**src/design/cvg_pkg.sv**
```systemverilog
// Shared constants and types of the cube sphere vertex generator.
package cvg_pkg;

   localparam int DIV_BITS_DEFAULT      = 8;
   localparam int POS_FRAC_BITS_DEFAULT = 14;
   localparam int DIV_RESET_VALUE       = 8;

   localparam int COLOR_W = 24;
   localparam int INDEX_W = 19;
   localparam int POS_W   = 16;
   localparam int TEX_W   = 16;
   localparam int PADDR_W = 5;
   localparam int PDATA_W = 32;

   localparam logic [2:0] FACE_NEG_Z = 3'd0;
   localparam logic [2:0] FACE_POS_Z = 3'd1;
   localparam logic [2:0] FACE_NEG_X = 3'd2;
   localparam logic [2:0] FACE_POS_X = 3'd3;
   localparam logic [2:0] FACE_NEG_Y = 3'd4;
   localparam logic [2:0] FACE_POS_Y = 3'd5;

   localparam logic [2:0] REG_DIVISIONS   = 3'd0;
   localparam logic [2:0] REG_COLOR_NEG_Z = 3'd1;
   localparam logic [2:0] REG_COLOR_POS_Z = 3'd2;
   localparam logic [2:0] REG_COLOR_NEG_X = 3'd3;
   localparam logic [2:0] REG_COLOR_POS_X = 3'd4;
   localparam logic [2:0] REG_COLOR_NEG_Y = 3'd5;
   localparam logic [2:0] REG_COLOR_POS_Y = 3'd6;

   typedef struct packed {
      logic       valid;
      logic       bad;
      logic [2:0] neg;
   } ctl_type;

   typedef struct packed {
      logic [COLOR_W-1:0] color;
      logic [INDEX_W-1:0] index;
   } side_type;

endpackage

```
**src/design/cvg_step.sv**
```systemverilog
// One bit of the normalize recurrence and one bit of the texture divide.
module cvg_step #(
   parameter int DIV_BITS      = cvg_pkg::DIV_BITS_DEFAULT,
   parameter int POS_FRAC_BITS = cvg_pkg::POS_FRAC_BITS_DEFAULT,
   parameter int BIT_POS       = 0,
   localparam int SW = 2*DIV_BITS + 2,
   localparam int NW = 2*DIV_BITS + 2*POS_FRAC_BITS + 2,
   localparam int QW = POS_FRAC_BITS + 2 + SW,
   localparam int MW = POS_FRAC_BITS + 2,
   localparam int TW = DIV_BITS + 17
) (
   input  logic                clock,
   input  logic                reset,
   input  cvg_pkg::ctl_type    ctl_in,
   input  cvg_pkg::side_type   side_in,
   input  logic [SW-1:0]       sum_in,
   input  logic [DIV_BITS:0]   div2_in,
   input  logic [2:0][NW-1:0]  rem_in,
   input  logic [2:0][QW-1:0]  acc_in,
   input  logic [2:0][MW-1:0]  root_in,
   input  logic [1:0][TW-1:0]  trem_in,
   input  logic [1:0][15:0]    tq_in,
   output cvg_pkg::ctl_type    ctl_out,
   output cvg_pkg::side_type   side_out,
   output logic [SW-1:0]       sum_out,
   output logic [DIV_BITS:0]   div2_out,
   output logic [2:0][NW-1:0]  rem_out,
   output logic [2:0][QW-1:0]  acc_out,
   output logic [2:0][MW-1:0]  root_out,
   output logic [1:0][TW-1:0]  trem_out,
   output logic [1:0][15:0]    tq_out
);
   localparam int DW = 2*DIV_BITS + 2*POS_FRAC_BITS + 8;

   cvg_pkg::ctl_type   ctl_ff;
   cvg_pkg::side_type  side_ff;
   logic [SW-1:0]      sum_ff;
   logic [DIV_BITS:0]  div2_ff;
   logic [2:0][NW-1:0] rem_ff, rem_in2;
   logic [2:0][QW-1:0] acc_ff, acc_in2;
   logic [2:0][MW-1:0] root_ff, root_in2;
   logic [1:0][TW-1:0] trem_ff, trem_in2;
   logic [1:0][15:0]   tq_ff, tq_in2;

   generate
      if (BIT_POS <= POS_FRAC_BITS + 1) begin : g_root
         logic [2:0][DW-1:0] delta;
         always_comb begin
            for (int i = 0; i < 3; i++) begin
               // try setting this root bit: (m + 2^k)^2 s - m^2 s
               delta[i]    = (DW'(acc_in[i]) << (BIT_POS + 1))
                           + (DW'(sum_in) << (2*BIT_POS));
               rem_in2[i]  = rem_in[i];
               acc_in2[i]  = acc_in[i];
               root_in2[i] = root_in[i];
               if (delta[i] <= DW'(rem_in[i])) begin
                  rem_in2[i]           = rem_in[i] - NW'(delta[i]);
                  acc_in2[i]           = acc_in[i] + (QW'(sum_in) << BIT_POS);
                  root_in2[i][BIT_POS] = 1'b1;
               end
            end
         end
      end else begin : g_root_pass
         assign rem_in2  = rem_in;
         assign acc_in2  = acc_in;
         assign root_in2 = root_in;
      end

      if (BIT_POS <= 15) begin : g_div
         logic [TW-1:0] shifted;
         assign shifted = TW'(div2_in) << BIT_POS;
         always_comb begin
            for (int i = 0; i < 2; i++) begin
               trem_in2[i] = trem_in[i];
               tq_in2[i]   = tq_in[i];
               if (trem_in[i] >= shifted) begin
                  trem_in2[i]        = trem_in[i] - shifted;
                  tq_in2[i][BIT_POS] = 1'b1;
               end
            end
         end
      end else begin : g_div_pass
         assign trem_in2 = trem_in;
         assign tq_in2   = tq_in;
      end
   endgenerate

   always_ff @(posedge clock) begin
      if (reset) ctl_ff.valid <= 1'b0;
      else       ctl_ff.valid <= ctl_in.valid;
      ctl_ff.bad  <= ctl_in.bad;
      ctl_ff.neg  <= ctl_in.neg;
      side_ff     <= side_in;
      sum_ff      <= sum_in;
      div2_ff     <= div2_in;
      rem_ff      <= rem_in2;
      acc_ff      <= acc_in2;
      root_ff     <= root_in2;
      trem_ff     <= trem_in2;
      tq_ff       <= tq_in2;
   end

   assign ctl_out  = ctl_ff;
   assign side_out = side_ff;
   assign sum_out  = sum_ff;
   assign div2_out = div2_ff;
   assign rem_out  = rem_ff;
   assign acc_out  = acc_ff;
   assign root_out = root_ff;
   assign trem_out = trem_ff;
   assign tq_out   = tq_ff;

endmodule

```
**config.mk**
```make
export PLATFORM = sky130hd
export DESIGN_NAME = cvg_step
export DESIGN_NICKNAME = d
export VERILOG_FILES = /design/src/design/cvg_pkg.sv /design/src/design/cvg_step.sv
export SDC_FILE = /design/constraint.sdc
export NUM_CORES = 1
export LEC_CHECK = 0
export CORE_AREA = 2 2 351 353
export CTS_CLUSTER_SIZE = 40
export DETAILED_ROUTE_END_ITERATION = 7
export DIE_AREA = 0 0 353 355
export DONT_BUFFER_PORTS = 1
export PLACE_DENSITY = 0.32
export SETUP_SLACK_MARGIN = 0.4
export SYNTH_ARGS = -nofsm -noshare
export SYNTH_HDL_FRONTEND = slang
export SYNTH_SLANG_ARGS = --single-unit
```
**constraint.sdc**
```tcl
create_clock -name clock -period 5.5 [get_ports clock]
set_input_delay 0.825 -clock clock [delete_from_list [all_inputs] [get_ports clock]]
set_output_delay 0.825 -clock clock [all_outputs]
set_load 0.02 [all_outputs]
```
==> PnR_summary.wiki <==
{| class="wikitable"
! Metric !! Value
|-
| Wire length of the first global-routing pass || 165300 um
|-
| GR Util met1 || 0.2197
|-
| Slowest cell delay on critical path || 490 ps
|-
| Leakage component of the power || 13.21 nW
|-
| Initial antenna violation count || 21
|-
| Number of buffers inserted by hold repair at cts || 0
|-
| Maximum number of pins on one net before global-route repair || 35
|-
| Die ar. || 125300 sq um
|-
| Count of port buffers added during placement || 0
|-
| Max Slew Vio Count || 0
|-
| Share of the synthesized area in the top cell type || 0.3536
|-
| Worst Setup Start Kind || input port
|-
| Most used standard cells in the synthesized netlist || 445 x dfxtp_1, 253 x nand2_1, 231 x ha_1
|-
| Final Critical Period || 4850 ps
|-
| Ranking of synthesized cells by area || dfxtp_1 35%, ha_1 11%, xor2_1 6.2%
|-
| Sequential cell area || 8909 sq um
|-
| Worst-margin pin slew || 996.2 ps
|-
| Finish-stage setup viols || 0
|-
| FMAX || 206.2 MHz
|-
| H-tree depth || 2
|-
| Number of synthesized register bits || 445
|-
| Internal || 7.421 mW
|-
| CTS Buffer Depth || 3
|-
| Most frequent cell after synthesis || dfxtp_1
|-
| Met3 Use GR || 0.07656
|-
| Mapped Area || 25190 sq um
|-
| Hold Vio Cnt, Final || 0
|-
| DR DRC count || 0
|-
| Crit-path slowest cell || o41ai_1
|-
| Start point of the critical path || sum_in[2]
|-
| Overflow left after global routing || 0
|-
| Buffers and inverters on the worst path || 4
|-
| Sw power || 4.353 mW
|-
| Most congested layer reported by global routing || met2
|-
| Half-perimeter wire length of the detailed placement result || 100200 um
|-
| Drt total wl || 119300 um
|-
| Number of inserted filler cells in the final layout || 13230
|-
| Sinks on Clock Net || 445
|-
| Post-synth ARST share || 0
|-
| Global-route track usage on met2 || 0.2870
|-
| Row count || 128
|-
| Number of global-route vias before repair || 22510
|-
| Cell occurring most often along the worst timing path || buf_4
|-
| Path class of the lowest-slack min-delay path || input port to register
|-
| # Max-Cap Violations || 0
|-
| Vias || 22360
|-
| Worst-case vdd ir drop || 0.2531 mV
|-
| Part of the power in registers || 0.416
|-
| Final Non-Filler Cells || 4852
|-
| Comb pwr share || 0.246
|-
| Total Power || 11.77 mW
|-
| Final period util || 0.8817
|-
| Area occupied by multi-input gates || 16090 sq um
|-
| Sequential element share of the synthesized area || 0.3536
|-
| Initial cell density of the core || 0.2075
|-
| Routed WL per cell || 24.58 um
|-
| Number of warning messages in the yosys log || 0
|-
| Cell count after synthesis || 2891
|-
| Post-Syn Nets || 3580
|-
| Clock root buffer master || clkbuf_16
|-
| Hold Crit Start || root_in[34]
|-
| Portion of total power attributed to the clock network || 0.337
|-
| Largest fanout on the critical path || 8
|-
| Cell breakdown of the critical path || inv_1 > buf_4 > fa_2 > nor2b_1 > o21a_1 > a31o_4 > o41ai_4 > o2111ai_2 > a31oi_4 > o21bai_1 > a21oi_1 > xor2_1 > ha_1 > buf_4 > and4_1 > nand4_1 > o2bb2ai_1 > a311oi_2 > a21o_1 > o21ai_0 > buf_4 > o41ai_1 > o31ai_1
|-
| Switching share of power || 0.3697
|-
| Ports placed on the boundary || 892
|-
| # placed instances || 4733
|-
| Critical path data required time || 6030 ps
|-
| Main synth FF type || dfxtp_1
|-
| Number of nets with antenna violations after routing || 0
|-
| Clock slew seen by the registers of the worst setup and hold paths || 70 ps
|-
| First-iteration detailed-routing DRC count || 1151
|-
| GRT Overall Usage || 0.1802
|-
| Final layout net count || 3868
|-
| Crit end category || register
|-
| Area of the placeable core || 121400 sq um
|-
| RSZ-0062 raised after global routing || no
|-
| PD cells || 370.0 nW/um^2
|-
| Placer Congestion || 0.8656
|-
| Number of different library cells in the post-synthesis netlist || 73
|-
| Number of iterations in the first detailed-routing pass || 5
|-
| Arrival time at the worst endpoint || 5380 ps
|-
| Die width || 353 um
|-
| Number of enable-type register cells in the synthesized netlist || 0
|-
| Number of buffers added by the clock tree synthesis step || 58
|-
| Height of the die || 355 um
|-
| Slew HR || 0.3338
|-
| Avg Synthesized Cell Area || 8.714 sq um
|-
| Post-synthesis to final-layout area growth || 26.30%
|-
| Vias per std cell || 4.609
|-
| CP top delay family || compound AO/OA/AOI/OAI gates
|-
| Largest area contributor in the netlist || dfxtp_1
|-
| Run status || completed
|-
| Critical setup path kind || input port to register
|-
| Proportion of layout cells with a drive suffix above 1 || 0.1710
|-
| CTS tree || done
|}
==> per-stage QoR <==
stage	hold slack [ps]	setup slack (ps)	TNS (ps)	utilization	area (sq um)
finish	187.0	650.5	0	0.2621	31820
global route	129.5	401.3	0	0.2620	31810
CTS	113.8	398.8	0	0.2587	31400
detailed placement	852.8	-525.0	-51570	0.2420	29380
global placement	852.8	-551.9	-55570	0.2420	29380
floorplan	852.7	225.6	0	-	25350
==> cells by family after synthesis <==
group	share of synthesized area
and+or+nand+nor	0.1782
AOI/OAI and AO/OA	0.1866
DFF	0.3536
xor gates and xnor gates	0.1179
adders and majority gates	0.1235
buffers and inverters	0.02642
muxes	0.01381
==> per-layer routing <==
layer | up-vias | wire (um)
met2 | 737 | 53210
met1 | 10520 | 50130
li1 | 10960 | -
met4 | 10 | 3660
met5 | - | 57
met3 | 136 | 12210
==> power groups by stage <==
stage	clock (mW)	sequential, mW	combinational [mW]
after floorplan	0	4.64	1.86
after global placement	0	5.02	2.84
after detailed placement	0	4.99	2.84
after CTS	4.13	4.93	2.87
after global routing	4.25	4.94	3.22
final	3.97	4.90	2.90
==> cell type report <==
| cell class | count | area share |
|---|---|---|
| clock inverters | 33 | 0.01215 |
| inverters | 78 | 0.009202 |
| flip-flops and latches | 445 | 0.2800 |
| diodes | 4 | 0.0003146 |
| repair buffers | 316 | 0.07845 |
| clock buffers | 71 | 0.05030 |
| multi-input cells | 2280 | 0.5057 |
| well taps | 1625 | 0.06390 |
==> repair_timing <==
action,in CTS,in global routing
buffers inserted,0,11
setup endpoints to repair,50,235
pin swaps,1,24
gates resized for setup,9,77
==> flip-flops by register name (all words and copies together), names as in the netlist <==
name / flops
rem_out: 138
acc_out: 102
trem_out: 50
root_out: 48
side_out: 43
tq_out: 32
sum_out: 18
div2_out: 9
ctl_out: 5
==> final timing paths <==
path	end	cells after the start	slack (ps)
max	rem_out[125]	23	650
min	root_out[34]	0	190
==> placed cells by master (no fill, tap or decap), types with 34 or more instances in the layout <==
master	instances
dfxtp_1	445
buf_4	304
nand2_1	250
ha_1	226
nor2_1	208
a21oi_1	205
o21ai_0	192
xor2_1	178
xnor2_1	160
a21o_1	97
nand3_1	86
inv_1	76
nor3_1	64
clkbuf_16	58
nand4_1	56
and3_1	35
nand2b_1	34
(Power assumes the default switching activity.)
