$ cat src/design/cvg_pkg.sv
// Shared constants and types of the cube sphere vertex generator.
package cvg_pkg;

   localparam int DIV_BITS_DEFAULT      = 8;
   localparam int POS_FRAC_BITS_DEFAULT = 14;
   localparam int DIV_RESET_VALUE       = 8;

   localparam int COLOR_W = 24;
   localparam int INDEX_W = 19;
   localparam int POS_W   = 16;
   localparam int TEX_W   = 16;
   localparam int PADDR_W = 5;
   localparam int PDATA_W = 32;

   localparam logic [2:0] FACE_NEG_Z = 3'd0;
   localparam logic [2:0] FACE_POS_Z = 3'd1;
   localparam logic [2:0] FACE_NEG_X = 3'd2;
   localparam logic [2:0] FACE_POS_X = 3'd3;
   localparam logic [2:0] FACE_NEG_Y = 3'd4;
   localparam logic [2:0] FACE_POS_Y = 3'd5;

   localparam logic [2:0] REG_DIVISIONS   = 3'd0;
   localparam logic [2:0] REG_COLOR_NEG_Z = 3'd1;
   localparam logic [2:0] REG_COLOR_POS_Z = 3'd2;
   localparam logic [2:0] REG_COLOR_NEG_X = 3'd3;
   localparam logic [2:0] REG_COLOR_POS_X = 3'd4;
   localparam logic [2:0] REG_COLOR_NEG_Y = 3'd5;
   localparam logic [2:0] REG_COLOR_POS_Y = 3'd6;

   typedef struct packed {
      logic       valid;
      logic       bad;
      logic [2:0] neg;
   } ctl_type;

   typedef struct packed {
      logic [COLOR_W-1:0] color;
      logic [INDEX_W-1:0] index;
   } side_type;

endpackage

$ cat src/design/cvg_front.sv
// Front pipeline: request check, cube vector, squares, sum and vertex index.
module cvg_front #(
   parameter int DIV_BITS      = cvg_pkg::DIV_BITS_DEFAULT,
   parameter int POS_FRAC_BITS = cvg_pkg::POS_FRAC_BITS_DEFAULT,
   localparam int SW = 2*DIV_BITS + 2,
   localparam int NW = 2*DIV_BITS + 2*POS_FRAC_BITS + 2,
   localparam int TW = DIV_BITS + 17
) (
   input  logic                             clock,
   input  logic                             reset,
   input  logic                             accept,
   input  logic [2:0]                       face,
   input  logic [DIV_BITS-1:0]              grid_row,
   input  logic [DIV_BITS-1:0]              grid_col,
   input  logic [DIV_BITS-1:0]              divisions,
   input  logic [5:0][cvg_pkg::COLOR_W-1:0] colors,
   output cvg_pkg::ctl_type                 ctl,
   output cvg_pkg::side_type                side,
   output logic [SW-1:0]                    sum_sq,
   output logic [DIV_BITS:0]                div2,
   output logic [2:0][NW-1:0]               rem_init,
   output logic [1:0][TW-1:0]               tnum
);
   localparam int DB = DIV_BITS;

   // stage A: capture and check
   logic                         a_valid_ff;
   logic                         a_bad_ff, a_bad_in;
   logic [2:0]                   a_face_ff;
   logic [DB-1:0]                a_row_ff, a_col_ff, a_d_ff;
   logic [cvg_pkg::COLOR_W-1:0]  a_color_ff, a_color_in;

   always_comb begin
      a_bad_in = (face > cvg_pkg::FACE_POS_Y) || (divisions == '0) ||
                 (grid_row > divisions) || (grid_col > divisions);
      case (face)
         cvg_pkg::FACE_NEG_Z: a_color_in = colors[0];
         cvg_pkg::FACE_POS_Z: a_color_in = colors[1];
         cvg_pkg::FACE_NEG_X: a_color_in = colors[2];
         cvg_pkg::FACE_POS_X: a_color_in = colors[3];
         cvg_pkg::FACE_NEG_Y: a_color_in = colors[4];
         cvg_pkg::FACE_POS_Y: a_color_in = colors[5];
         default:             a_color_in = '0;
      endcase
   end

   always_ff @(posedge clock) begin
      if (reset) a_valid_ff <= 1'b0;
      else       a_valid_ff <= accept;
      a_bad_ff   <= a_bad_in;
      a_face_ff  <= face;
      a_row_ff   <= grid_row;
      a_col_ff   <= grid_col;
      a_d_ff     <= divisions;
      a_color_ff <= a_color_in;
   end

   // stage B: component magnitudes and signs
   logic                         b_valid_ff, b_bad_ff;
   logic [2:0]                   b_neg_ff, b_neg_in;
   logic [2:0][DB-1:0]           b_mag_ff, b_mag_in;
   logic [2:0]                   b_face_ff;
   logic [DB-1:0]                b_row_ff, b_col_ff;
   logic [DB:0]                  b_side_ff, b_div2_ff;
   logic [1:0][TW-1:0]           b_tnum_ff;
   logic [cvg_pkg::COLOR_W-1:0]  b_color_ff;
   logic [DB:0]                  twice_a, twice_b, d_ext, diff_a, diff_b;
   logic                         neg_a, neg_b, neg_e;

   always_comb begin
      twice_a = {a_col_ff, 1'b0};
      twice_b = {a_row_ff, 1'b0};
      d_ext   = {1'b0, a_d_ff};
      neg_a   = twice_a < d_ext;
      neg_b   = twice_b < d_ext;
      neg_e   = ~a_face_ff[0];
      diff_a  = neg_a ? (d_ext - twice_a) : (twice_a - d_ext);
      diff_b  = neg_b ? (d_ext - twice_b) : (twice_b - d_ext);
      case (a_face_ff)
         cvg_pkg::FACE_NEG_Z, cvg_pkg::FACE_POS_Z: begin
            b_mag_in = {a_d_ff, diff_b[DB-1:0], diff_a[DB-1:0]};
            b_neg_in = {neg_e, neg_b, neg_a};
         end
         cvg_pkg::FACE_NEG_X, cvg_pkg::FACE_POS_X: begin
            b_mag_in = {diff_a[DB-1:0], diff_b[DB-1:0], a_d_ff};
            b_neg_in = {neg_a, neg_b, neg_e};
         end
         default: begin
            b_mag_in = {diff_b[DB-1:0], a_d_ff, diff_a[DB-1:0]};
            b_neg_in = {neg_b, neg_e, neg_a};
         end
      endcase
   end

   always_ff @(posedge clock) begin
      if (reset) b_valid_ff <= 1'b0;
      else       b_valid_ff <= a_valid_ff;
      b_bad_ff     <= a_bad_ff;
      b_neg_ff     <= b_neg_in;
      b_mag_ff     <= b_mag_in;
      b_face_ff    <= a_face_ff;
      b_row_ff     <= a_row_ff;
      b_col_ff     <= a_col_ff;
      b_side_ff    <= (DB+1)'(a_d_ff) + (DB+1)'(1);
      b_div2_ff    <= {a_d_ff, 1'b0};
      b_tnum_ff[0] <= {a_col_ff, 16'd0} + TW'(a_d_ff);
      b_tnum_ff[1] <= {a_row_ff, 16'd0} + TW'(a_d_ff);
      b_color_ff   <= a_color_ff;
   end

   // stage C: squares and index products
   logic                         c_valid_ff, c_bad_ff;
   logic [2:0]                   c_neg_ff, c_face_ff;
   logic [2:0][2*DB-1:0]         c_sq_ff;
   logic [2*DB+1:0]              c_side2_ff;
   logic [2*DB:0]                c_rowside_ff;
   logic [DB-1:0]                c_col_ff;
   logic [DB:0]                  c_div2_ff;
   logic [1:0][TW-1:0]           c_tnum_ff;
   logic [cvg_pkg::COLOR_W-1:0]  c_color_ff;

   always_ff @(posedge clock) begin
      if (reset) c_valid_ff <= 1'b0;
      else       c_valid_ff <= b_valid_ff;
      c_bad_ff     <= b_bad_ff;
      c_neg_ff     <= b_neg_ff;
      c_face_ff    <= b_face_ff;
      for (int i = 0; i < 3; i++) begin
         c_sq_ff[i] <= (2*DB)'(b_mag_ff[i]) * (2*DB)'(b_mag_ff[i]);
      end
      c_side2_ff   <= (2*DB+2)'(b_side_ff) * (2*DB+2)'(b_side_ff);
      c_rowside_ff <= (2*DB+1)'(b_row_ff) * (2*DB+1)'(b_side_ff);
      c_col_ff     <= b_col_ff;
      c_div2_ff    <= b_div2_ff;
      c_tnum_ff    <= b_tnum_ff;
      c_color_ff   <= b_color_ff;
   end

   // stage D: sum of squares, scaled targets, flat index
   cvg_pkg::ctl_type   ctl_ff;
   cvg_pkg::side_type  side_ff;
   logic [SW-1:0]      sum_ff;
   logic [DB:0]        div2_ff;
   logic [2:0][NW-1:0] rem_ff;
   logic [1:0][TW-1:0] tnum_ff;
   logic [2*DB+4:0]    index_in;

   assign index_in = (2*DB+5)'(c_face_ff) * (2*DB+5)'(c_side2_ff)
                   + (2*DB+5)'(c_rowside_ff) + (2*DB+5)'(c_col_ff);

   always_ff @(posedge clock) begin
      if (reset) ctl_ff.valid <= 1'b0;
      else       ctl_ff.valid <= c_valid_ff;
      ctl_ff.bad    <= c_bad_ff;
      ctl_ff.neg    <= c_neg_ff;
      side_ff.color <= c_color_ff;
      side_ff.index <= cvg_pkg::INDEX_W'(index_in);
      sum_ff        <= SW'(c_sq_ff[0]) + SW'(c_sq_ff[1]) + SW'(c_sq_ff[2]);
      for (int i = 0; i < 3; i++) begin
         rem_ff[i] <= NW'(c_sq_ff[i]) << (2*POS_FRAC_BITS + 2);
      end
      div2_ff <= c_div2_ff;
      tnum_ff <= c_tnum_ff;
   end

   assign ctl      = ctl_ff;
   assign side     = side_ff;
   assign sum_sq   = sum_ff;
   assign div2     = div2_ff;
   assign rem_init = rem_ff;
   assign tnum     = tnum_ff;

endmodule

$ cat config.mk
export PLATFORM = sky130hd
export DESIGN_NAME = cvg_front
export DESIGN_NICKNAME = d
export VERILOG_FILES = /design/src/design/cvg_pkg.sv /design/src/design/cvg_front.sv
export SDC_FILE = /design/constraint.sdc
export NUM_CORES = 1
export LEC_CHECK = 0
export BUFFER_PORTS_ARGS = -buffer_cell sky130_fd_sc_hd__buf_2
export CAP_MARGIN = 15
export CORE_UTILIZATION = 50
export CTS_CLUSTER_DIAMETER = 100
export DETAILED_ROUTE_END_ITERATION = 8
export GPL_ROUTABILITY_DRIVEN = 0
export GPL_TIMING_DRIVEN = 0
export PLACE_DENSITY = 0.76
export SETUP_SLACK_MARGIN = 0.3
export SLEW_MARGIN = 30
export SYNTH_ARGS = -nofsm -noshare
export SYNTH_HDL_FRONTEND = slang
export SYNTH_SLANG_ARGS = --single-unit
$ cat constraint.sdc
create_clock -name clock -period 4.65 [get_ports clock]
set_clock_uncertainty 0.2 [all_clocks]
set_input_delay 0.6975 -clock clock [delete_from_list [all_inputs] [get_ports clock]]
set_output_delay 0.6975 -clock clock [all_outputs]
set_load 0.1 [all_outputs]
==> results.yml <==
grt:
  antenna_found_initial: 21
  grt_overflow_total: 0
  first_global_vias: 19000
  grt_max_degree: 15
  grt_pass1_wl_mm: 95.0
  grt_util_all_layers_pct: 24.3
floorplan:
  die_h_um: 222
  start_util_pct: 50.7
  design.die.area_mm2: 0.0492
  die_w_um: 222
  num_io_pins: 437
  row_count: 80
  coreArea_mm2: 0.0476
clock_network:
  ctsHoldBuffers: 0
  clock_latency_ns: 0.57
  clockRootBuffer: "clkbuf_16"
  cts_buffer_depth: 3
  cts_buffers: 42
  path_clk_slew_ns: 0.06
  cts_num_sinks: 404
  tritoncts: "built"
  htree_num_levels: 2
worst_setup_path:
  critPathArrivalTime_ns: 4.77
  critPathMaxStageDelay_ns: 0.55
  critPathKind: "flop to flop"
  cp_common_cell: "fa_1"
  cp-startpoint: "b_mag_ff[11]"
  end_kind: "flop"
  required_ns: 4.91
  path_cells: "inv_4 -> nor2_4 -> inv_2 -> fa_1 -> fa_1 -> fa_1 -> fa_1 -> inv_1 -> ha_2 -> or2_4 -> o311a_1 -> o21a_1 -> o21a_1 -> o41a_1 -> xnor2_1"
  critPathMaxFanout: 4
  r2r_slack_ns: 0.13
  cp-start-kind: "flop"
  cp_slowest_cell: "fa_1"
  regToRegStartpoint: "b_mag_ff[11]"
synth:
  synth.avg_cell_area_um2: 10.1
  synth_seq_cells: 404
  ys_types: 68
  synth_top_area_cell: "dfxtp_1"
  yosys_warnings: 0
  yosysSeqAreaShare_pct: 33.5
  async_flop_share_pct: 0
  yosys-top-cells-area: "dfxtp_1 (34%), fa_1 (17%), ha_1 (13%)"
  synth_area_mm2: 0.0241
  synthFlopType: "dfxtp_1"
  synth_top_area_share_pct: 33.5
  synth-edff-count: 0
  synthCells: 2380
run:
  timing.max_cap.violations: 0
timing:
  finalSetupViolations: 0
  slew_viol_final: 0
  period_needed_ns: 4.52
  max_slew.worst_pin.slew_ns: 0.903
  hold_viol: 0
  relSlewSlack_pct: 39.7
  worst_slack_ns: 0.135
  rsz0062_at_grt: "true"
  fmax_ghz: 0.221
  final.period_utilization_pct: 97.1
  whs_ns: 0.0608
placement:
  io_buffers: 324
  detailed_place_hpwl_mm: 47.0
  dpl_worst_slack_ns: -0.649
route:
  detail_route.vias_per_cell: 5.10
  wl_per_cell_um: 16.9
  drt_pass1_iterations: 5
  dr_total_vias: 18400
  drt-total-wl_mm: 60.9
  drcViolationCount: 0
  drt_iter0_drc: 1242
  ant_nets: 0
worst_hold_path:
  min_from: "grid_row[6]"
  min_path_type: "primary input to flop"
finish:
  area_growth_pct: 25.4
  final_layout_size_suffix_gt1_share_pct: 28.6
  fillCellCount: 3648
  fin_nets: 3579
status:
  status: "finished clean"
-- worst max-delay path: cells and delay by family, from the launching register on --
family                   cells  cell delay, ns
adder cells (fa/ha/maj)      5            2.12
AO/OA/AOI/OAI                4            1.04
flip-flops                   1            0.39
AND/OR/NAND/NOR              2            0.38
buffers and inverters        3            0.15
XOR/XNOR                     1            0.13
-- worst paths after layout --
path	endpoint	cells past startpoint
worst min register to register	div2[7]	0
worst min-delay path	a_row_ff[6]	1
worst max register to register	c_sq_ff[31]	15
worst max-delay path	c_sq_ff[31]	15
-- layout make-up --
type	instances	area, um^2	share of cell area, %
diodes	11	27.5	0.0909
clock buffers	53	1150	3.81
well taps	615	769	2.54
inverters	353	1340	4.43
multi-input cells	1559	14800	49.0
clock inverters	20	240	0.793
repair buffers	407	2290	7.56
plain buffers	180	1430	4.73
flip-flops and latches	404	8200	27.1
-- per-layer routing --
layer / up-vias / track usage [%] / part of all wire [%]
met4: 8 / 11.6 / 5.0
met1: 8814 / 26.8 / 38
met3: 227 / 4.51 / 6.0
li1: 8599 / - / -
met2: 719 / 44.9 / 51
met5: - / 0 / 0.080
-- cell families (layout without fill, tap and decap cells) --
kind of cell / count (synthesis) / in the layout / synth area share, %
buffers and inverters: 533 / 1013 / 10.3
and+or+nand+nor: 485 / 485 / 10.5
adders and majority gates: 458 / 458 / 30.2
DFF: 404 / 404 / 33.5
AOI/OAI and AO/OA: 350 / 350 / 9.87
xor gates and xnor gates: 126 / 126 / 4.57
muxes: 23 / 23 / 0.995
other: 1 / 128 / 0.0155
-- timing repair --
action	4_1_cts	5_1_grt
cloned	0	1
pin swaps	64	115
setup endpoints to repair	43	30
buffers inserted	40	42
gates resized for setup	141	152
-- sequential cells by signal (all words and copies together) (netlist names), 9 cells and up --
signal        cells
a_color_ff       24
b_color_ff       24
b_mag_ff         22
b_side_ff         9
c_color_ff       24
c_rowside_ff     17
c_side2_ff       17
c_sq_ff          43
c_tnum_ff         9
rem_init         43
side             43
sum_sq           16
tnum             17
-- cell usage after synthesis, types with 3 or more instances --
master	count
o31ai_1	5
nor4_1	7
mux2i_1	15
a21boi_0	3
ha_1	250
and2_1	175
nor2b_1	21
nor2_1	83
o41a_1	4
xnor2_1	86
a21o_1	49
dfxtp_1	404
nor3_1	13
fa_1	208
clkbuf_1	44
o21a_1	12
a22oi_1	74
a31o_2	3
a211oi_1	16
buf_4	132
and3_1	5
a21oi_1	80
nor3b_1	3
o22ai_1	3
o21ai_0	53
a221oi_1	5
o21bai_1	8
a31oi_1	3
nand2_1	104
o211ai_1	6
nand4_1	13
mux2_2	8
buf_1	3
or2_2	4
nand2b_1	15
nand3_1	32
xor2_1	40
inv_1	353
-- metrics by stage --
stage / instances / util [%] / setup TNS [ns] / cell area, um^2
2_1_floorplan: 2496 / - / 0 / 24700
3_3_place_gp: 3435 / 56.9 / -4.28 / 27100
3_5_place_dp: 3435 / 56.9 / -6.17 / 27100
4_1_cts: 3548 / 61.6 / 0 / 29300
5_1_grt: 3599 / 63.5 / 0 / 30300
6_report: 3602 / 63.6 / 0 / 30300
-- placed cells by master, fill, tap and decap left out, types with 11 or more instances in the layout --
cell type,n
dfxtp_1,366
inv_1,330
buf_2,325
ha_1,223
buf_4,209
fa_1,199
and2_1,152
conb_1,117
nand2_1,90
xnor2_1,82
a22oi_1,74
nor2_1,71
a21oi_1,66
clkbuf_16,50
a21o_1,49
o21ai_0,41
xor2_1,36
nand3_1,32
clkbuf_1,30
dfxtp_4,26
and2_4,23
ha_4,22
nor2b_1,19
inv_2,18
mux2i_1,15
nand2b_1,15
a21oi_2,14
nand4_1,13
o21a_1,12
dfxtp_2,12
diode_2,11
a211oi_1,11
Power is left out: the tool's default activity adds up to more than one toggle a clock period on the data nets, which glitch-free logic cannot reach.
