[config.mk]
export PLATFORM = sky130hd
export DESIGN_NAME = cvg_csr
export DESIGN_NICKNAME = d
export VERILOG_FILES = /design/src/design/cvg_pkg.sv /design/src/design/cvg_csr.sv
export SDC_FILE = /design/constraint.sdc
export NUM_CORES = 1
export LEC_CHECK = 0
export BUFFER_PORTS_ARGS = -buffer_cell sky130_fd_sc_hd__buf_4
export CORE_MARGIN = 2
export CORE_UTILIZATION = 45
export DETAILED_ROUTE_END_ITERATION = 8
export PLACE_DENSITY_LB_ADDON = 0.2
export SETUP_SLACK_MARGIN = 0.1
export SYNTH_ARGS = -nofsm -noshare
export SYNTH_HDL_FRONTEND = slang
export SYNTH_SLANG_ARGS = --single-unit
[constraint.sdc]
create_clock -name clock -period 1.5 [get_ports clock]
set_clock_uncertainty 0.15 [all_clocks]
set_input_delay 0.225 -clock clock [delete_from_list [all_inputs] [get_ports clock]]
set_output_delay 0.225 -clock clock [all_outputs]
set_load 0.03 [all_outputs]
[src/design/cvg_pkg.sv]
// Shared constants and types of the cube sphere vertex generator.
package cvg_pkg;

   localparam int DIV_BITS_DEFAULT      = 8;
   localparam int POS_FRAC_BITS_DEFAULT = 14;
   localparam int DIV_RESET_VALUE       = 8;

   localparam int COLOR_W = 24;
   localparam int INDEX_W = 19;
   localparam int POS_W   = 16;
   localparam int TEX_W   = 16;
   localparam int PADDR_W = 5;
   localparam int PDATA_W = 32;

   localparam logic [2:0] FACE_NEG_Z = 3'd0;
   localparam logic [2:0] FACE_POS_Z = 3'd1;
   localparam logic [2:0] FACE_NEG_X = 3'd2;
   localparam logic [2:0] FACE_POS_X = 3'd3;
   localparam logic [2:0] FACE_NEG_Y = 3'd4;
   localparam logic [2:0] FACE_POS_Y = 3'd5;

   localparam logic [2:0] REG_DIVISIONS   = 3'd0;
   localparam logic [2:0] REG_COLOR_NEG_Z = 3'd1;
   localparam logic [2:0] REG_COLOR_POS_Z = 3'd2;
   localparam logic [2:0] REG_COLOR_NEG_X = 3'd3;
   localparam logic [2:0] REG_COLOR_POS_X = 3'd4;
   localparam logic [2:0] REG_COLOR_NEG_Y = 3'd5;
   localparam logic [2:0] REG_COLOR_POS_Y = 3'd6;

   typedef struct packed {
      logic       valid;
      logic       bad;
      logic [2:0] neg;
   } ctl_type;

   typedef struct packed {
      logic [COLOR_W-1:0] color;
      logic [INDEX_W-1:0] index;
   } side_type;

endpackage

[src/design/cvg_csr.sv]
// Configuration registers with APB-style access.
module cvg_csr #(
   parameter int DIV_BITS = cvg_pkg::DIV_BITS_DEFAULT
) (
   input  logic                          clock,
   input  logic                          reset,
   input  logic                          psel,
   input  logic                          penable,
   input  logic                          pwrite,
   input  logic [cvg_pkg::PADDR_W-1:0]   paddr,
   input  logic [cvg_pkg::PDATA_W-1:0]   pwdata,
   output logic [cvg_pkg::PDATA_W-1:0]   prdata,
   output logic                          pready,
   output logic [DIV_BITS-1:0]           divisions,
   output logic [5:0][cvg_pkg::COLOR_W-1:0] colors
);
   localparam logic [DIV_BITS-1:0] DIV_RESET = DIV_BITS'(cvg_pkg::DIV_RESET_VALUE);

   logic [DIV_BITS-1:0]                  divisions_ff;
   logic [5:0][cvg_pkg::COLOR_W-1:0]     colors_ff;
   logic [2:0]                           reg_index;
   logic                                 write_en;

   assign reg_index = paddr[4:2];
   assign write_en  = psel & penable & pwrite;
   assign pready    = 1'b1;
   assign divisions = divisions_ff;
   assign colors    = colors_ff;

   always_ff @(posedge clock) begin
      if (reset) begin
         divisions_ff <= DIV_RESET;
         colors_ff    <= '0;
      end else if (write_en) begin
         case (reg_index)
            cvg_pkg::REG_DIVISIONS:   divisions_ff <= pwdata[DIV_BITS-1:0];
            cvg_pkg::REG_COLOR_NEG_Z: colors_ff[0] <= pwdata[cvg_pkg::COLOR_W-1:0];
            cvg_pkg::REG_COLOR_POS_Z: colors_ff[1] <= pwdata[cvg_pkg::COLOR_W-1:0];
            cvg_pkg::REG_COLOR_NEG_X: colors_ff[2] <= pwdata[cvg_pkg::COLOR_W-1:0];
            cvg_pkg::REG_COLOR_POS_X: colors_ff[3] <= pwdata[cvg_pkg::COLOR_W-1:0];
            cvg_pkg::REG_COLOR_NEG_Y: colors_ff[4] <= pwdata[cvg_pkg::COLOR_W-1:0];
            cvg_pkg::REG_COLOR_POS_Y: colors_ff[5] <= pwdata[cvg_pkg::COLOR_W-1:0];
            default: ;
         endcase
      end
   end

   always_comb begin
      prdata = '0;
      case (reg_index)
         cvg_pkg::REG_DIVISIONS:   prdata = cvg_pkg::PDATA_W'(divisions_ff);
         cvg_pkg::REG_COLOR_NEG_Z: prdata = cvg_pkg::PDATA_W'(colors_ff[0]);
         cvg_pkg::REG_COLOR_POS_Z: prdata = cvg_pkg::PDATA_W'(colors_ff[1]);
         cvg_pkg::REG_COLOR_NEG_X: prdata = cvg_pkg::PDATA_W'(colors_ff[2]);
         cvg_pkg::REG_COLOR_POS_X: prdata = cvg_pkg::PDATA_W'(colors_ff[3]);
         cvg_pkg::REG_COLOR_NEG_Y: prdata = cvg_pkg::PDATA_W'(colors_ff[4]);
         cvg_pkg::REG_COLOR_POS_Y: prdata = cvg_pkg::PDATA_W'(colors_ff[5]);
         default:                  prdata = '0;
      endcase
   end

endmodule

==> parameters.txt, run 1 <==
Parameter                              Value

Outcome
  Outcome ... finished with violations
  Violations in the final reports ... negative setup slack

Routing
  Drt wl/cell ... 20.88 um
  Final Routed Wirelength ... 25.29 mm
  DRC violation total after the first TritonRoute iteration ... approximately 410
  Via-to-Cell Ratio ... 5.403
  Detailed Routing Iterations Pass 1 ... 7
  Detailed-route DRC error count ... 0
  Antenna Violating Nets Remaining ... 0
  Number of vias after detailed routing ... 6543

Setup path
  Reg-to-reg endpoint ... colors[113]
  Slowest cell on crit path ... sky130_fd_sc_hd__dfxtp_2
  Crit path capture type ... primary output
  Dominant delay contributor by cell family on the critical path ... flip-flops
  Worst-path maximum fanout ... 2
  Reg2Reg Setup Slack ... 0.54 ns
  Setup CP Type ... reg2out
  Worst path cell trace ... mux2_4 -> a221oi_4 -> nor2_4 -> buf_6
  Worst reg2reg path depth ... 4
  Largest stage delay on the critical path ... 0.33 ns
  Arrival time reported for the critical path endpoint ... 1.50 ns
  Kind of start point of the critical path ... register
  FF-to-FF Start ... colors[113]
  Buf/Inv on CP ... 1
  Data required time of the critical path ... ~1.1 ns

Clock tree
  Insertion delay to the later sink of the worst-skew pair ... 0.41 ns
  Number of sinks handled by clock tree synthesis ... 152
  CTS Buf Count ... 17
  Total number of H-tree levels ... 4
  CTS tree ... done
  Clock slew at the register clock pins of the worst setup and hold paths ... 0.06 ns
  Clock root cell ... sky130_fd_sc_hd__clkbuf_16
  CTS Buffer Depth ... 2

Timing
  Crit share post-route ... 125.0%
  Final critical delay including setup and external delays ... between 1.5 and 2 ns
  Count of final hold-check violations ... 0
  Unrepaired setup endpoints after global routing ... true
  Setup-failing EPs final ... 24
  Number of pins exceeding their max-slew limit in the final report ... 0
  Maximum clock rate ... 533.2 MHz
  Worst Setup Slack, final ... -0.3755 ns

Final layout
  Final net count ... 1025
  Number of diodes ... 0
  Area growth, synth to finish ... 63.23%
  Layout cell share with drive strength beyond 1 ... 57.49%
  Core utilization of the finished layout ... between 70% and 80%
  Layout Cell Area excl Fill ... 0.01188 sq mm

Floorplanning
  Vertical die dimension ... 131.2 um
  Starting density of the core ... approximately 46%
  Die W ... 131.2 um
  Area inside the core boundary ... between 0.015 and 0.02 sq mm
  Placement Rows ... 46
  Die area ... 0.01721 sq mm
  Number of primary I/O pins ... 227

Global routing
  Number of antenna violations at the first check in global routing ... 0
  Global-route usage over all layers ... 28.75%
  Global-route wire length before repair ... a little under 40 mm
  Vias in the first global route ... 6909
  Total global routing overflow ... 0
  Largest net degree at the start of global routing ... a little under 80

Min path
  Hold Path Class ... in2reg
  Source of the worst hold timing path ... pwdata[10]
  Hold Path Depth ... 3
  WHS Endpoint ... colors[130]

Run
  Number of violations of the max-capacitance limit ... 0

Power
  Total Power ... 10.10 mW
  Cell Pwr Density ... between 800 and 900 mW/mm^2
  Total leakage power ... 5.694 nW
  Peak supply drop ... around 0.00083 V

Yosys
  Post-synth top area share ... between 40% and 50%
  Count of cell types in the netlist ... 34
  Portion of the post-synthesis area used by sequential elements ... a little over two fifths
  Post-synthesis instance area ... 0.007278 sq mm
  Synth area leader ... sky130_fd_sc_hd__dfxtp_1
  Yosys warning count ... 0
  Count of state elements after synthesis ... roughly 150
  Post-Syn Area per Cell ... roughly 10 sq um
  Cell count after synthesis ... 698
  Top cells by area, synth ... sky130_fd_sc_hd__dfxtp_1 42%, sky130_fd_sc_hd__mux2i_1 21%, sky130_fd_sc_hd__nand2b_1 15%, sky130_fd_sc_hd__mux2_2 4.6%, sky130_fd_sc_hd__a22oi_1 3.8%

Placed design
  Placement-stage cell area ... slightly above 0.01 sq mm
  Post-DP HPWL ... 16.93 mm
  Gp weighted congestion ... 0.8909
  Port Buffers ... 207
## cell usage after synthesis
library cell               instances
sky130_fd_sc_hd__buf_4            13
sky130_fd_sc_hd__a31oi_1           1
sky130_fd_sc_hd__and2_1            2
sky130_fd_sc_hd__nor4b_1           1
sky130_fd_sc_hd__and3_1            1
sky130_fd_sc_hd__nand2_2           6
sky130_fd_sc_hd__nor2_1            5
sky130_fd_sc_hd__clkinv_1          1
sky130_fd_sc_hd__o211ai_1          3
sky130_fd_sc_hd__a22oi_1          37
sky130_fd_sc_hd__conb_1            2
sky130_fd_sc_hd__buf_12            1
sky130_fd_sc_hd__a221oi_1          8
sky130_fd_sc_hd__and4b_1           1
sky130_fd_sc_hd__nand3_1           4
sky130_fd_sc_hd__o311ai_1          1
sky130_fd_sc_hd__a21oi_1           1
sky130_fd_sc_hd__or2_2             1
sky130_fd_sc_hd__o221ai_1         19
sky130_fd_sc_hd__nand2b_1        175
sky130_fd_sc_hd__dfxtp_1         152
sky130_fd_sc_hd__nand3_4           1
sky130_fd_sc_hd__a32oi_1           1
sky130_fd_sc_hd__nor2b_2           2
sky130_fd_sc_hd__nor2b_1           4
sky130_fd_sc_hd__and2b_1           1
sky130_fd_sc_hd__nand2_1          18
sky130_fd_sc_hd__buf_2            16
sky130_fd_sc_hd__mux2i_1         153
sky130_fd_sc_hd__inv_1             2
sky130_fd_sc_hd__mux2_2           30
sky130_fd_sc_hd__clkbuf_1         21
sky130_fd_sc_hd__and4_1            1
sky130_fd_sc_hd__buf_6            13
## cells by family after synthesis
| family | synth area share, % |
|---|---|
| other | 0.1032 |
| multiplexers | 25.68 |
| AND/OR/NAND/NOR | 18.67 |
| flip-flops | 41.81 |
| buffers and inverters | 5.965 |
| AO/OA/AOI/OAI | 7.770 |
## tightest hold or removal path, stage by stage
cell and delay, ns:
sky130_fd_sc_hd__buf_4 0.08, sky130_fd_sc_hd__nand2b_1 0.13, sky130_fd_sc_hd__mux2i_1 0.15
## through the flow
step                      TNS, ns  hold slack (ns)  worst slack, ns  std cells
final                      -6.416          0.04873          -0.3755       1211
after global routing       -7.631          0.06777          -0.4265       1211
after CTS                  -6.683          0.03195          -0.3929       1209
after detailed placement   -27.52           0.3321          -0.3270       1143
after global placement     -22.90           0.3200          -0.3174       1143
after floorplan           -0.1493           0.2364         -0.01974        705
## per-layer routing
metal | up-vias | part of all wire [%] | GRT usage [%]
met1 | 3244 | 44 | 36.80
met3 | 39 | 5.9 | 7.716
li1 | 3007 | - | -
met5 | - | 0 | 0
met2 | 253 | 48 | 47.54
met4 | 0 | 1.8 | 8.696
## worst max path at each step
| stage | from | end | cells after the start |
|---|---|---|---|
| 2_1_floorplan | paddr[4] | prdata[0] | 5 |
| 3_3_place_gp | paddr[3] | prdata[20] | 6 |
| 3_5_place_dp | paddr[2] | colors[0] | 6 |
| 4_1_cts | colors[109] | prdata[13] | 4 |
| 5_1_grt | colors[56] | prdata[8] | 4 |
| 6_report | colors[56] | prdata[8] | 4 |
## placed cells by master, fill, tap and decap left out, drive strengths merged, types with 2 or more instances in the layout
master / synthesis / routed
nand2: 24 / 24
dfxtp: 152 / 152
a221oi: 8 / 8
nor2: 5 / 5
buf: 43 / 322
bufinv: 0 / 7
nand2b: 175 / 175
and2: 2 / 2
nor2b: 6 / 6
a22oi: 37 / 37
mux2i: 153 / 153
mux2: 30 / 30
nand3: 5 / 5
o221ai: 19 / 19
clkinv: 1 / 5
clkbuf: 21 / 17
clkinvlp: 0 / 2
conb: 2 / 9
o211ai: 3 / 3
inv: 2 / 3
## power breakdown
part | switching [mW] | leakage (nW) | internal, mW
sequential | 0.0294 | 1.27 | 4.07
clock | 1.69 | 0.328 | 3.27
combinational | 0.598 | 4.09 | 0.449
## registers in the layout (all words and copies together) (netlist names)
name	flops
colors	144
divisions	8
## layout make-up
class                   instances  area, sq um
clock buffers                  17        425.4
clock inverters                14        254.0
fillers                      1031         3948
inverters                       3        18.77
multi-input cells             486         4651
flip-flops and latches        152         3158
well taps                     216        270.3
repair buffers                323         3103
## what timing repair did
item	CTS	global route
pin swaps	29	17
resized for setup	157	106
hold buffers	1	0
setup endpoints to repair	43	103
endpoints found under the hold margin	1	0
setup buffers	34	7
Power figures use the tool's default switching activity.
==> run 2: changes to the inputs <==
- SETUP_SLACK_MARGIN: 0.1 -> default
==> parameters.txt, run 2 (same netlist as run 1, synthesis figures left out) <==
Parameter                              Value

Setup path
  Buf/Inv on CP ... 1 (unchanged)
  Reg-to-reg endpoint ... colors[4]
  Data required time of the critical path ... 1.12 ns (about the same)
  Setup CP Type ... reg2out
  Reg2Reg Setup Slack ... 0.58 ns (+0.04 ns)
  Kind of start point of the critical path ... register
  Worst-path maximum fanout ... 3 (+1)
  Largest stage delay on the critical path ... 0.33 ns (about the same)
  Dominant delay contributor by cell family on the critical path ... flip-flops
  FF-to-FF Start ... colors[4]
  Slowest cell on crit path ... sky130_fd_sc_hd__dfxtp_2
  Worst path cell trace ... mux2_4 -> a221oi_4 -> nor2_4 -> buf_6
  Arrival time reported for the critical path endpoint ... 1.52 ns (+0.02 ns)
  Crit path capture type ... primary output
  Worst reg2reg path depth ... 3 (-1)

Global routing
  Global-route wire length before repair ... 39.05 mm (+0.20%)
  Vias in the first global route ... 6989 (+1.2%)
  Number of antenna violations at the first check in global routing ... 0 (unchanged)
  Total global routing overflow ... 0 (unchanged)
  Largest net degree at the start of global routing ... 69 (-10%)
  Global-route usage over all layers ... 28.91% (+0.16 points)

Min path
  Hold Path Depth ... 3 (unchanged)
  Source of the worst hold timing path ... pwdata[17]
  Hold Path Class ... in2reg
  WHS Endpoint ... colors[65]

Power
  Portion of total power attributed to sequential cells ... 45.2% (+4.6 points)
  Cell Pwr Density ... 793.1 mW/mm^2 (-6.8%)
  Design internal power ... 6.863 mW (-12%)
  Total leakage power ... 5.543 nW (-2.7%)
  Peak supply drop ... 0.0008148 V (-2.2%)
  Part of the total power dissipated in combinational logic ... 12.2% (+1.8 points)
  Switching part of the total ... 24.23% (+1.3 points)
  Net load switching power ... 2.194 mW (-5.4%)
  Power share of the clock group ... 42.6% (-6.5 points)

Floorplanning
  Vertical die dimension ... 131.2 um (unchanged)
  Die W ... 131.2 um (unchanged)
  Area inside the core boundary ... 0.01583 sq mm (unchanged)
  Placement Rows ... 46 (unchanged)
  Number of primary I/O pins ... 227 (unchanged)
  Starting density of the core ... 45.98% (unchanged)
  Die area ... 0.01721 sq mm (unchanged)

Timing
  Crit share post-route ... 126.4% (+1.4 points)
  Number of pins exceeding their max-slew limit in the final report ... 0 (unchanged)
  Unrepaired setup endpoints after global routing ... true
  Setup-failing EPs final ... 24 (unchanged)
  Worst Setup Slack, final ... -0.3958 ns (-0.02029 ns)
  Count of final hold-check violations ... 0 (unchanged)
  Final total negative setup slack ... -6.513 ns (-0.09641 ns)
  Final critical delay including setup and external delays ... 1.896 ns (+0.02029 ns)
  Maximum clock rate ... 527.5 MHz (-1.1%)

Placed design
  Placement-stage cell area ... 0.01001 sq mm (-0.87%)
  Post-DP HPWL ... 17.11 mm (+1.1%)
  DP Worst Slack ... -0.3559 ns (-0.02891 ns)
  Port Buffers ... 207 (unchanged)
  Gp weighted congestion ... 0.8846 (-0.71%)
  Cell Count Post-Placement ... 1142 (-0.087%)

Final layout
  Core utilization of the finished layout ... 72.15% (-2.9 points)
  Final net count ... 1032 (+0.68%)
  Area growth, synth to finish ... 56.90%
  Final cell count without fillers ... 1216 (+0.41%)
  Most common library cell in the layout ignoring fill and taps ... sky130_fd_sc_hd__buf_4
  Layout Cell Area excl Fill ... 0.01142 sq mm (-3.9%)
  Max FFs per register ... 144 (unchanged)
  Layout cell share with drive strength beyond 1 ... 52.10% (-5.4 points)
  Number of diodes ... 0 (unchanged)
  Most frequent cells in the layout ... 267 x sky130_fd_sc_hd__buf_4, 175 x sky130_fd_sc_hd__nand2b_1, 153 x sky130_fd_sc_hd__mux2i_1

Routing
  Final Routed Wirelength ... 24.94 mm (-1.4%)
  DRC violation total after the first TritonRoute iteration ... 328 (-21%)
  Drt wl/cell ... 20.51 um (-1.8%)
  Detailed Routing Iterations Pass 1 ... 5 (-2)
  Antenna Violating Nets Remaining ... 0 (unchanged)
  Number of vias after detailed routing ... 6555 (+0.18%)
  Detailed-route DRC error count ... 0 (unchanged)
  Via-to-Cell Ratio ... 5.391 (-0.23%)

Clock tree
  Clock root cell ... sky130_fd_sc_hd__clkbuf_16
  Number of sinks handled by clock tree synthesis ... 152 (unchanged)
  CTS Buffer Depth ... 2 (unchanged)
  CTS Buf Count ... 17 (unchanged)
  CTS tree ... done
  Total number of H-tree levels ... 4 (unchanged)
  Clock slew at the register clock pins of the worst setup and hold paths ... 0.06 ns (about the same)
  Insertion delay to the later sink of the worst-skew pair ... 0.42 ns (about the same)

Run
  Number of violations of the max-capacitance limit ... 0 (unchanged)

Outcome
  Outcome ... finished with violations
  Violations in the final reports ... negative setup slack
## run 2: final cells by class
type	instances	area [sq um]
clock buffers	24	461.7
clock inverters	5	50.05
flip-flops and latches	152	3108
fillers	1110	4408
well taps	216	270.3
inverters	3	23.77
repair buffers	330	3015
multi-input cells	486	4491
## run 2: worst max path at each step
stage	to	slack (ns)	depth (start not counted)	from
floorplan	prdata[6]	-0.03	3	colors[78]
global placement	prdata[0]	-0.32	6	paddr[2]
detailed placement	colors[84]	-0.36	7	paddr[2]
CTS	prdata[8]	-0.39	4	colors[32]
global route	prdata[8]	-0.43	4	colors[32]
finish	prdata[8]	-0.40	4	colors[32]
## run 2: metal layers
metal	vias up	track usage, %	part of all wire (%)
met5	-	0	0
met4	0	9.964	1.9
met3	44	7.446	6.4
met2	253	48.86	49
met1	3232	35.82	43
li1	3026	-	-
## run 2: what timing repair did
item | CTS | global route
setup buffers | 42 | 1
gates cloned | 4 | 0
setup endpoints to repair | 24 | 25
pin swaps | 42 | 17
resized for setup | 130 | 12
hold endpoints to repair | 1 | 0
hold buffers | 1 | 0
## run 2: stage by stage
stage	hold slack, ns	power (mW)
6_report	0.04725	9.057
3_5_place_dp	0.3290	5.140
2_1_floorplan	0.2364	4.762
5_1_grt	0.06500	9.336
4_1_cts	0.05138	9.080
3_3_place_gp	0.3208	5.121
## run 2: power groups by stage
stage	registers [mW]	clock network [mW]	logic [mW]
2_1_floorplan	4.24	0	0.526
5_1_grt	4.10	4.09	1.15
6_report	4.10	3.86	1.10
3_3_place_gp	4.18	0	0.938
3_5_place_dp	4.18	0	0.956
4_1_cts	4.10	3.88	1.10
## run 2: tightest hold or removal path, stage by stage
cell,delay [ns]
sky130_fd_sc_hd__buf_4,0.08
sky130_fd_sc_hd__nand2b_1,0.13
sky130_fd_sc_hd__mux2i_1,0.15
